### src/hw/rtl/lpzmt_pkg.sv
// lpzmt_pkg: shared types and constants for the scan packet zone-minimum tracker.
// No dependencies; used by the channel interfaces, the top level and its checker.

package lpzmt_pkg;

    localparam int BYTE_W  = 8;
    localparam int DIST_W  = 16;
    localparam int ANGLE_W = 15;
    localparam int ADDR_W  = 5;
    localparam int DATA_W  = 32;

    // 360 degrees in q6 degrees; empty-zone mark for the running minima
    localparam logic [ANGLE_W-1:0] ANGLE_FULL_TURN = 15'd23040;
    localparam logic [DIST_W-1:0]  NONE_MARK       = 16'hFFFF;

    // register reset values
    localparam logic [DIST_W-1:0]  MIN_DIST_RST     = 16'd400;
    localparam logic [DIST_W-1:0]  MAX_DIST_RST     = 16'd48000;
    localparam logic [ANGLE_W-1:0] LEFT_START_RST   = 15'd20160;
    localparam logic [ANGLE_W-1:0] CENTER_START_RST = 15'd22080;
    localparam logic [ANGLE_W-1:0] RIGHT_START_RST  = 15'd960;
    localparam logic [ANGLE_W-1:0] RIGHT_END_RST    = 15'd2880;

    // register indexes (word address = paddr[4:2])
    localparam logic [2:0] REG_MIN_DIST     = 3'd0;
    localparam logic [2:0] REG_MAX_DIST     = 3'd1;
    localparam logic [2:0] REG_LEFT_START   = 3'd2;
    localparam logic [2:0] REG_CENTER_START = 3'd3;
    localparam logic [2:0] REG_RIGHT_START  = 3'd4;
    localparam logic [2:0] REG_RIGHT_END    = 3'd5;

    typedef struct packed {
        logic [DIST_W-1:0] left_min;
        logic [DIST_W-1:0] center_min;
        logic [DIST_W-1:0] right_min;
    } zone_report_t;

endpackage

### src/hw/rtl/lpzmt_ifs.sv
// lpzmt_ifs: valid/ready channel interfaces for received bytes and zone reports.
// Depends on lpzmt_pkg for field widths.

interface lpzmt_rx_if;
    logic                        valid;
    logic                        ready;
    logic [lpzmt_pkg::BYTE_W-1:0] rx_byte;

    modport source (output valid, output rx_byte, input ready);
    modport sink   (input valid, input rx_byte, output ready);
endinterface

interface lpzmt_zone_if;
    logic                        valid;
    logic                        ready;
    logic [lpzmt_pkg::DIST_W-1:0] left_min;
    logic [lpzmt_pkg::DIST_W-1:0] center_min;
    logic [lpzmt_pkg::DIST_W-1:0] right_min;

    modport source (output valid, output left_min, output center_min, output right_min,
                    input ready);
    modport sink   (input valid, input left_min, input center_min, input right_min,
                    output ready);
endinterface

### src/hw/rtl/lidar_packet_zone_min_tracker.sv
// lidar_packet_zone_min_tracker: frames 5-byte scan packets and tracks per-zone minima.
// Depends on lpzmt_pkg and the channel interfaces in lpzmt_ifs.

// Bytes from the range sensor's serial link enter on rx, one beat per byte. The block
// holds up to four bytes and, on the fifth, checks the packet (byte0 bit0 != byte0 bit1,
// byte1 bit0 set). A bad packet drops its oldest byte and framing slides on by one. A good
// packet yields one point: angle (b1>>1)|(b2<<7) in q6 degrees, one full turn taken off
// if it reaches 360, and distance b3|b4<<8 in q2 mm. A packet with the start flag
// (byte0 bit0) first emits one beat on zone with the previous scan's left, center and
// right minima (0 for a zone that saw nothing) and clears them; its own point then counts
// for the new scan. Points below the low distance limit or above the high distance limit
// are dropped. Bytes pass an input register and the packet logic behind it is
// combinational; a report is held in an output register that drives zone. A byte is
// accepted every cycle unless rx stalls, which happens only when a start packet sits in
// the input register while the previous report is still waiting on zone.
// Registers sit on an APB port at 4*index and should be written only while the block is
// idle; pready is always high.

module lidar_packet_zone_min_tracker (
    input  logic                               clk,
    input  logic                               rst_n,
    lpzmt_rx_if.sink                           rx,
    lpzmt_zone_if.source                       zone,
    input  logic                               psel,
    input  logic                               penable,
    input  logic                               pwrite,
    input  logic [lpzmt_pkg::ADDR_W-1:0]       paddr,
    input  logic [lpzmt_pkg::DATA_W-1:0]       pwdata,
    output logic [lpzmt_pkg::DATA_W-1:0]       prdata,
    output logic                               pready
);

    // ---------------- configuration registers ----------------
    logic [lpzmt_pkg::DIST_W-1:0]  min_dist_reg;
    logic [lpzmt_pkg::DIST_W-1:0]  max_dist_reg;
    logic [lpzmt_pkg::ANGLE_W-1:0] left_start_reg;
    logic [lpzmt_pkg::ANGLE_W-1:0] center_start_reg;
    logic [lpzmt_pkg::ANGLE_W-1:0] right_start_reg;
    logic [lpzmt_pkg::ANGLE_W-1:0] right_end_reg;

    logic       cfg_wr;
    logic [2:0] cfg_idx;

    assign pready  = 1'b1;
    assign cfg_wr  = psel && penable && pwrite;
    assign cfg_idx = paddr[4:2];

    always_ff @(posedge clk or negedge rst_n)
    begin
        if (!rst_n)
        begin
            min_dist_reg     <= lpzmt_pkg::MIN_DIST_RST;
            max_dist_reg     <= lpzmt_pkg::MAX_DIST_RST;
            left_start_reg   <= lpzmt_pkg::LEFT_START_RST;
            center_start_reg <= lpzmt_pkg::CENTER_START_RST;
            right_start_reg  <= lpzmt_pkg::RIGHT_START_RST;
            right_end_reg    <= lpzmt_pkg::RIGHT_END_RST;
        end
        else if (cfg_wr)
        begin
            case (cfg_idx)
                lpzmt_pkg::REG_MIN_DIST:     min_dist_reg     <= pwdata[15:0];
                lpzmt_pkg::REG_MAX_DIST:     max_dist_reg     <= pwdata[15:0];
                lpzmt_pkg::REG_LEFT_START:   left_start_reg   <= pwdata[14:0];
                lpzmt_pkg::REG_CENTER_START: center_start_reg <= pwdata[14:0];
                lpzmt_pkg::REG_RIGHT_START:  right_start_reg  <= pwdata[14:0];
                lpzmt_pkg::REG_RIGHT_END:    right_end_reg    <= pwdata[14:0];
                default:                     ;  // unmapped words ignore writes
            endcase
        end
    end

    always_comb
    begin
        case (cfg_idx)
            lpzmt_pkg::REG_MIN_DIST:     prdata = {16'd0, min_dist_reg};
            lpzmt_pkg::REG_MAX_DIST:     prdata = {16'd0, max_dist_reg};
            lpzmt_pkg::REG_LEFT_START:   prdata = {17'd0, left_start_reg};
            lpzmt_pkg::REG_CENTER_START: prdata = {17'd0, center_start_reg};
            lpzmt_pkg::REG_RIGHT_START:  prdata = {17'd0, right_start_reg};
            lpzmt_pkg::REG_RIGHT_END:    prdata = {17'd0, right_end_reg};
            default:                     prdata = '0;
        endcase
    end

    // ---------------- input register ----------------
    logic                          s1_valid_reg;
    logic                          s1_valid_next;
    logic [lpzmt_pkg::BYTE_W-1:0]  s1_byte_reg;
    logic                          s1_advance;
    logic                          rx_take;

    // ---------------- framing and scan state ----------------
    logic [lpzmt_pkg::BYTE_W-1:0]  held_reg [4];
    logic [2:0]                    held_count_reg;
    logic [2:0]                    held_count_next;
    logic [lpzmt_pkg::DIST_W-1:0]  left_best_reg;
    logic [lpzmt_pkg::DIST_W-1:0]  center_best_reg;
    logic [lpzmt_pkg::DIST_W-1:0]  right_best_reg;
    logic [lpzmt_pkg::DIST_W-1:0]  left_best_next;
    logic [lpzmt_pkg::DIST_W-1:0]  center_best_next;
    logic [lpzmt_pkg::DIST_W-1:0]  right_best_next;

    // ---------------- output register ----------------
    logic                          out_valid_reg;
    logic                          out_valid_next;
    lpzmt_pkg::zone_report_t       out_report_reg;
    lpzmt_pkg::zone_report_t       out_report_next;

    // packet decode
    logic                          pkt_full;
    logic                          start_flag;
    logic                          pkt_ok;
    logic                          is_start;
    logic [lpzmt_pkg::ANGLE_W-1:0] raw_angle;
    logic [lpzmt_pkg::ANGLE_W-1:0] angle;
    logic [lpzmt_pkg::DIST_W-1:0]  point_dist;
    logic                          dist_ok;
    logic                          in_left;
    logic                          in_center;
    logic                          in_right;
    logic [lpzmt_pkg::DIST_W-1:0]  left_base;
    logic [lpzmt_pkg::DIST_W-1:0]  center_base;
    logic [lpzmt_pkg::DIST_W-1:0]  right_base;

    function automatic logic [lpzmt_pkg::DIST_W-1:0] report_of(
        input logic [lpzmt_pkg::DIST_W-1:0] best
    );
        return (best == lpzmt_pkg::NONE_MARK) ? '0 : best;
    endfunction

    assign pkt_full   = (held_count_reg >= 3'd4);
    assign start_flag = held_reg[0][0];
    // good packet: start and inverted-start bits differ, check bit set
    assign pkt_ok     = pkt_full && (held_reg[0][0] != held_reg[0][1]) && held_reg[1][0];
    assign is_start   = pkt_ok && start_flag;

    // a start packet needs the output register free (or being drained)
    assign s1_advance = s1_valid_reg && (!out_valid_reg || zone.ready || !is_start);
    assign rx.ready   = !s1_valid_reg || s1_advance;
    assign rx_take    = rx.valid && rx.ready;

    assign raw_angle  = {held_reg[2], held_reg[1][7:1]};
    assign angle      = (raw_angle >= lpzmt_pkg::ANGLE_FULL_TURN)
                        ? raw_angle - lpzmt_pkg::ANGLE_FULL_TURN : raw_angle;
    assign point_dist = {s1_byte_reg, held_reg[3]};
    assign dist_ok    = (point_dist >= min_dist_reg) && (point_dist <= max_dist_reg);

    // zone priority: left, then center (wraps through 0), then right
    assign in_left   = (angle >= left_start_reg) && (angle < center_start_reg);
    assign in_center = !in_left && ((angle >= center_start_reg) || (angle < right_start_reg));
    assign in_right  = !in_left && !in_center
                       && (angle >= right_start_reg) && (angle < right_end_reg);

    // a start packet clears the minima before its own point is taken
    assign left_base   = is_start ? lpzmt_pkg::NONE_MARK : left_best_reg;
    assign center_base = is_start ? lpzmt_pkg::NONE_MARK : center_best_reg;
    assign right_base  = is_start ? lpzmt_pkg::NONE_MARK : right_best_reg;

    always_comb
    begin
        s1_valid_next    = s1_advance ? 1'b0 : s1_valid_reg;
        if (rx_take)
            s1_valid_next = 1'b1;

        held_count_next  = held_count_reg;
        left_best_next   = left_best_reg;
        center_best_next = center_best_reg;
        right_best_next  = right_best_reg;
        out_valid_next   = zone.ready ? 1'b0 : out_valid_reg;
        out_report_next  = out_report_reg;

        if (s1_advance)
        begin
            if (!pkt_full)
                held_count_next = held_count_reg + 3'd1;
            else if (!pkt_ok)
                held_count_next = 3'd4;
            else
            begin
                held_count_next = 3'd0;
                left_best_next  = (dist_ok && in_left && point_dist < left_base)
                                  ? point_dist : left_base;
                center_best_next = (dist_ok && in_center && point_dist < center_base)
                                   ? point_dist : center_base;
                right_best_next = (dist_ok && in_right && point_dist < right_base)
                                  ? point_dist : right_base;
                if (start_flag)
                begin
                    out_valid_next             = 1'b1;
                    out_report_next.left_min   = report_of(left_best_reg);
                    out_report_next.center_min = report_of(center_best_reg);
                    out_report_next.right_min  = report_of(right_best_reg);
                end
            end
        end
    end

    always_ff @(posedge clk or negedge rst_n)
    begin
        if (!rst_n)
        begin
            s1_valid_reg    <= 1'b0;
            held_count_reg  <= 3'd0;
            left_best_reg   <= lpzmt_pkg::NONE_MARK;
            center_best_reg <= lpzmt_pkg::NONE_MARK;
            right_best_reg  <= lpzmt_pkg::NONE_MARK;
            out_valid_reg   <= 1'b0;
        end
        else
        begin
            s1_valid_reg    <= s1_valid_next;
            held_count_reg  <= held_count_next;
            left_best_reg   <= left_best_next;
            center_best_reg <= center_best_next;
            right_best_reg  <= right_best_next;
            out_valid_reg   <= out_valid_next;
        end
    end

    // payload registers, no reset
    always_ff @(posedge clk)
    begin
        if (rx_take)
            s1_byte_reg <= rx.rx_byte;
        out_report_reg <= out_report_next;
        if (s1_advance)
        begin
            if (!pkt_full)
                held_reg[held_count_reg[1:0]] <= s1_byte_reg;
            else if (!pkt_ok)
            begin
                // slide window: drop oldest byte
                held_reg[0] <= held_reg[1];
                held_reg[1] <= held_reg[2];
                held_reg[2] <= held_reg[3];
                held_reg[3] <= s1_byte_reg;
            end
        end
    end

    assign zone.valid      = out_valid_reg;
    assign zone.left_min   = out_report_reg.left_min;
    assign zone.center_min = out_report_reg.center_min;
    assign zone.right_min  = out_report_reg.right_min;

endmodule

### src/flat_wrapper.sv
// flat-port wrapper written by rule: the top's interface ports become plain ports
module lidar_packet_zone_min_tracker_flat 
  (clk, rst_n, psel, penable, pwrite, paddr, pwdata, prdata, pready, rx_valid, rx_rx_byte, rx_ready, zone_valid, zone_left_min, zone_center_min, zone_right_min, zone_ready);
  lpzmt_rx_if rx_i ();
  lpzmt_zone_if zone_i ();
  input  logic clk;
  input  logic rst_n;
  input  logic psel;
  input  logic penable;
  input  logic pwrite;
  input  logic [lpzmt_pkg::ADDR_W-1:0] paddr;
  input  logic [lpzmt_pkg::DATA_W-1:0] pwdata;
  output logic [lpzmt_pkg::DATA_W-1:0] prdata;
  output logic pready;
  input wire logic [$bits(rx_i.valid)-1:0] rx_valid;
  input wire logic [$bits(rx_i.rx_byte)-1:0] rx_rx_byte;
  output wire logic [$bits(rx_i.ready)-1:0] rx_ready;
  output wire logic [$bits(zone_i.valid)-1:0] zone_valid;
  output wire logic [$bits(zone_i.left_min)-1:0] zone_left_min;
  output wire logic [$bits(zone_i.center_min)-1:0] zone_center_min;
  output wire logic [$bits(zone_i.right_min)-1:0] zone_right_min;
  input wire logic [$bits(zone_i.ready)-1:0] zone_ready;
  assign rx_i.valid = rx_valid;
  assign rx_i.rx_byte = rx_rx_byte;
  assign rx_ready = rx_i.ready;
  assign zone_valid = zone_i.valid;
  assign zone_left_min = zone_i.left_min;
  assign zone_center_min = zone_i.center_min;
  assign zone_right_min = zone_i.right_min;
  assign zone_i.ready = zone_ready;
  lidar_packet_zone_min_tracker u_core (.clk(clk), .rst_n(rst_n), .rx(rx_i), .zone(zone_i), .psel(psel), .penable(penable), .pwrite(pwrite), .paddr(paddr), .pwdata(pwdata), .prdata(prdata), .pready(pready));
endmodule
### config.mk
export PLATFORM = sky130hd
export DESIGN_NAME = lidar_packet_zone_min_tracker_flat
export DESIGN_NICKNAME = d
export VERILOG_FILES = /design/src/hw/rtl/lpzmt_pkg.sv /design/src/hw/rtl/lpzmt_ifs.sv /design/src/hw/rtl/lidar_packet_zone_min_tracker.sv /design/src/flat_wrapper.sv
export SDC_FILE = /design/constraint.sdc
export NUM_CORES = 1
export LEC_CHECK = 0
export BUFFER_PORTS_ARGS = -buffer_cell sky130_fd_sc_hd__buf_2
export CAP_MARGIN = 25
export CORE_ASPECT_RATIO = 1.1
export CORE_MARGIN = 10
export CORE_UTILIZATION = 40
export DETAILED_ROUTE_END_ITERATION = 7
export PLACE_DENSITY_LB_ADDON = 0.12
export SKIP_LAST_GASP = 1
export SYNTH_ARGS = -nofsm -noshare
export SYNTH_HDL_FRONTEND = slang
export SYNTH_SLANG_ARGS = --single-unit
export TNS_END_PERCENT = 10
### constraint.sdc
create_clock -name clk -period 4.9 [get_ports clk]
set_input_delay 0.49 -clock clk [delete_from_list [all_inputs] [get_ports clk]]
set_output_delay 0.49 -clock clk [all_outputs]
set_load 0.02 [all_outputs]
==> results.md <==
* Die X at 193 µm
* Post-synthesis average cell area at 10.1 µm²
* Number of synthesized flops with an enable pin at 82
* DR iter-0 viols at 533
* Critical Path Max Stage Delay at 0.60 ns
* Routed wl met3 at 1690 µm
* Placed Area at 0.0141 mm²
* Crit-path max FO at 16
* Skew-Pair Late Insertion Delay at 0.54 ns
* Synth Cell Area at 0.0132 mm²
* Non-Filler Instances at 1842
* M1 wire length at 15800 µm
* Comb power frac at 33.7%
* Drt via density at 5.23
* Row count at 69
* FF+latch area at 0.00619 mm²
* Antenna Violating Nets Remaining at 0
* Top area cells in the synthesized netlist: edfxtp_1 (19%), dfstp_2 (15%), ha_1 (13%)
* Total track usage at 18.3%
* Post-synthesis cell count at 1297
* Least-Margin Pin Slew at 0.912 ns
* Total leakage power at 0.00677 µW
* Met2 Routed Length at 18800 µm
* Root buf cell: clkbuf_16
* Share of the synthesized area in the top cell type at 18.7%
* Diodes inserted at 0
* Seq pwr share at 41.1%
* CTS sink count at 227
* Crit path launch type: flip-flop
* Worst Reg2Reg Path Length in Cells at 15
* Tot Pwr at 7910 µW
* Clock transition at path regs at 0.06 ns
* Most frequent cells after synthesis: ha_1 (139), nor2_1 (126), inv_1 (122), o21ai_0 (117), nand2_1 (115)
* Final setup violating endpoints at 0
* Seq/Total Area, Yosys at 47.0%
* Internal Dissipation at 5080 µW
* CP startpoint: u_core.held_reg[2][1]$_DFFE_PP_
* Drt first pass iters at 4
* CORE AREA at 0.0324 mm²
* Critical path's slowest cell: or4b_2
* Fin area at 0.0150 mm²
* Crit Path Category: flip-flop to flip-flop
* Multi-input gate area at 0.00628 mm²
* Post-Route WL at 37400 µm
* RSZ-0062 raised after global routing: false
* Initial antenna violation count at 0
* Post-route clock period utilization at 90.4%
* Synthesis warning total at 0
* FF-to-FF End: u_core.center_best_reg[12]$_DFFE_PN1P_
* TritonCTS clock tree: done
* Cts bufs inserted at 26
* Path category of the worst min-delay check: input port to flip-flop
* Max_cap viols at 0
* Number of buffers added for setup after CTS at 0
* Post-synth ARST share at 63.9%
* Die Span Y at 210 µm
* Filler instances at 3143
* Reg2Reg Setup Slack at 0.47 ns
* DPL Wire Length at 28300 µm
* Uppermost layer routed: met4
* Final Hold Fails at 0
* Critical Path RT at 5.35 ns
* Layout cell share with drive strength beyond 1 at 19.8%
* CTS max path bufs at 3
* Fin Setup TNS at 0 ns
* Sw frac at 35.8%
* Port Buffers at 99
* CP arrival at 4.88 ns
* # H-tree levels at 1
* Worst setup EP type: flip-flop
* Synth cell types at 62
* Congestion Overflow GR at 0
* Vias in the first global route at 9745
* Worst Setup EP: u_core.center_best_reg[12]$_DFFE_PN1P_
* Area leader, netlist: edfxtp_1
* PwrDens at 526 mW/mm²
* Post-layout min period at 4.43 ns
* #FFs+latches synth at 227
* Die ar. at 0.0406 mm²
* Clock power share at 25.2%
* # IOs at 135
* Largest net degree at the start of global routing at 56
* Max-slew violations at 0
* Layout Nets at 1587
* Status: completed
* Dpl cells at 1793
* Most used cell, CP: a21oi_1
* Slew margin rel. at 39.2%
* Post_cts resized at 0
* Ys flop type: edfxtp_1
* Initial Utilization at 40.6%
* Avg WL per Cell at 20.3 µm
* Synth-to-Final Area Change at 14.2%
* First-pass GRT wire length at 57900 µm
* F_max at 226 MHz
* Net Switching at 2830 µW
* Worst r2r src: u_core.held_reg[2][1]$_DFFE_PP_
* Top-count cell post-synth: ha_1
* Clock skew at 0.0164 ns
* RD Place Congestion at 0.879
* Drc violations at 0
* Max reg flops at 26
* Worst path cell trace: nor4_1 > nand3_1 > a21oi_1 > o21ai_1 > nor2_1 > xor2_1 > ha_1 > a21oi_1 > nor2b_1 > o21ai_0 > or4b_2 > and3_1 > nor4b_2 > buf_4 > mux2i_1
* Vias at 9633
* VDD IR max at 0.282 mV
==> routing by layer <==
metal,up-vias,track usage (%)
met2,205,32.4
met4,0,5.57
met5,-,0
met1,4660,22.6
met3,54,2.38
li1,4714,-
==> area by class of cell <==
class                      instances  share of cell area, %
tap                              426                   3.55
sequential                       227                   41.2
clock buffer                      39                   5.19
timing repair buffer             124                   4.60
multi-input combinational        895                   41.8
inverter                         122                   3.05
clock inverter                     9                  0.666
==> worst min path at each step <==
| stage | start | to | slack [ns] | cells past startpoint |
|---|---|---|---|---|
| after detailed placement | rst_n | u_core.left_start_reg[8]$_DFFE_PN0P_ | 0.46 | 1 |
| after global placement | rst_n | u_core.center_start_reg[8]$_DFFE_PN0P_ | 0.46 | 1 |
| after CTS | rx_rx_byte[1] | u_core.s1_byte_reg[1]$_DFFE_PP_ | 0.11 | 1 |
| final | rx_rx_byte[1] | u_core.s1_byte_reg[1]$_DFFE_PP_ | 0.13 | 1 |
| after global routing | rx_rx_byte[1] | u_core.s1_byte_reg[1]$_DFFE_PP_ | 0.12 | 1 |
| after floorplan | rst_n | u_core.center_start_reg[0]$_DFFE_PN0P_ | 0.19 | 0 |
==> through the flow <==
stage | utilization, % | hold WS, ns | setup slack (ns)
2_1_floorplan | - | 0.194 | 1.08
5_1_grt | 46.4 | 0.116 | 0.105
3_5_place_dp | 43.7 | 0.461 | 0.563
4_1_cts | 46.4 | 0.112 | 0.515
6_report | 46.4 | 0.134 | 0.472
3_3_place_gp | 43.7 | 0.458 | 0.606
==> kinds of logic after synthesis <==
kind of cell    after synthesis  synth area share [%]
flops                       227                  47.0
compound gates              254                  11.9
simple gates                381                  13.5
fa+ha+maj                   139                  13.2
buf+inv                     190                  6.05
xor+xnor                      5                 0.333
mux                          99                  7.93
other cells                   2                0.0571
==> worst max-delay path: cells and delay by family, from the launching register on <==
family	cells	cell delay [ns]
compound gates	4	0.70
simple gates	7	1.87
xor+xnor	1	0.36
buf+inv	1	0.33
fa+ha+maj	1	0.32
mux	1	0.24
flops	1	0.53
==> power by group through the flow <==
stage,clock network (µW),registers [µW],logic (µW)
after detailed placement,0,3280,2670
final,1990,3250,2670
after global routing,2130,3320,3060
after CTS,2040,3250,2690
after floorplan,0,3070,1950
after global placement,0,3270,2600
==> placed cells by master, fill, tap and decap left out, types with 22 or more instances in the layout <==
cell,Yosys,final
a21oi_1,43,43
buf_2,3,98
buf_4,17,24
clkbuf_16,0,27
dfrtp_1,68,68
dfstp_2,77,77
edfxtp_1,82,82
ha_1,139,139
inv_1,122,122
mux2_2,22,22
mux2i_1,75,75
nand2_1,115,115
nand4_1,23,23
nor2_1,126,126
nor2b_1,58,58
o21ai_0,117,117
==> what timing repair did <==
action,4_1_cts,5_1_grt
hold buffers,1,0
hold endpoints to repair,17,0
setup endpoints to repair,0,0
Power figures use the tool's default switching activity.
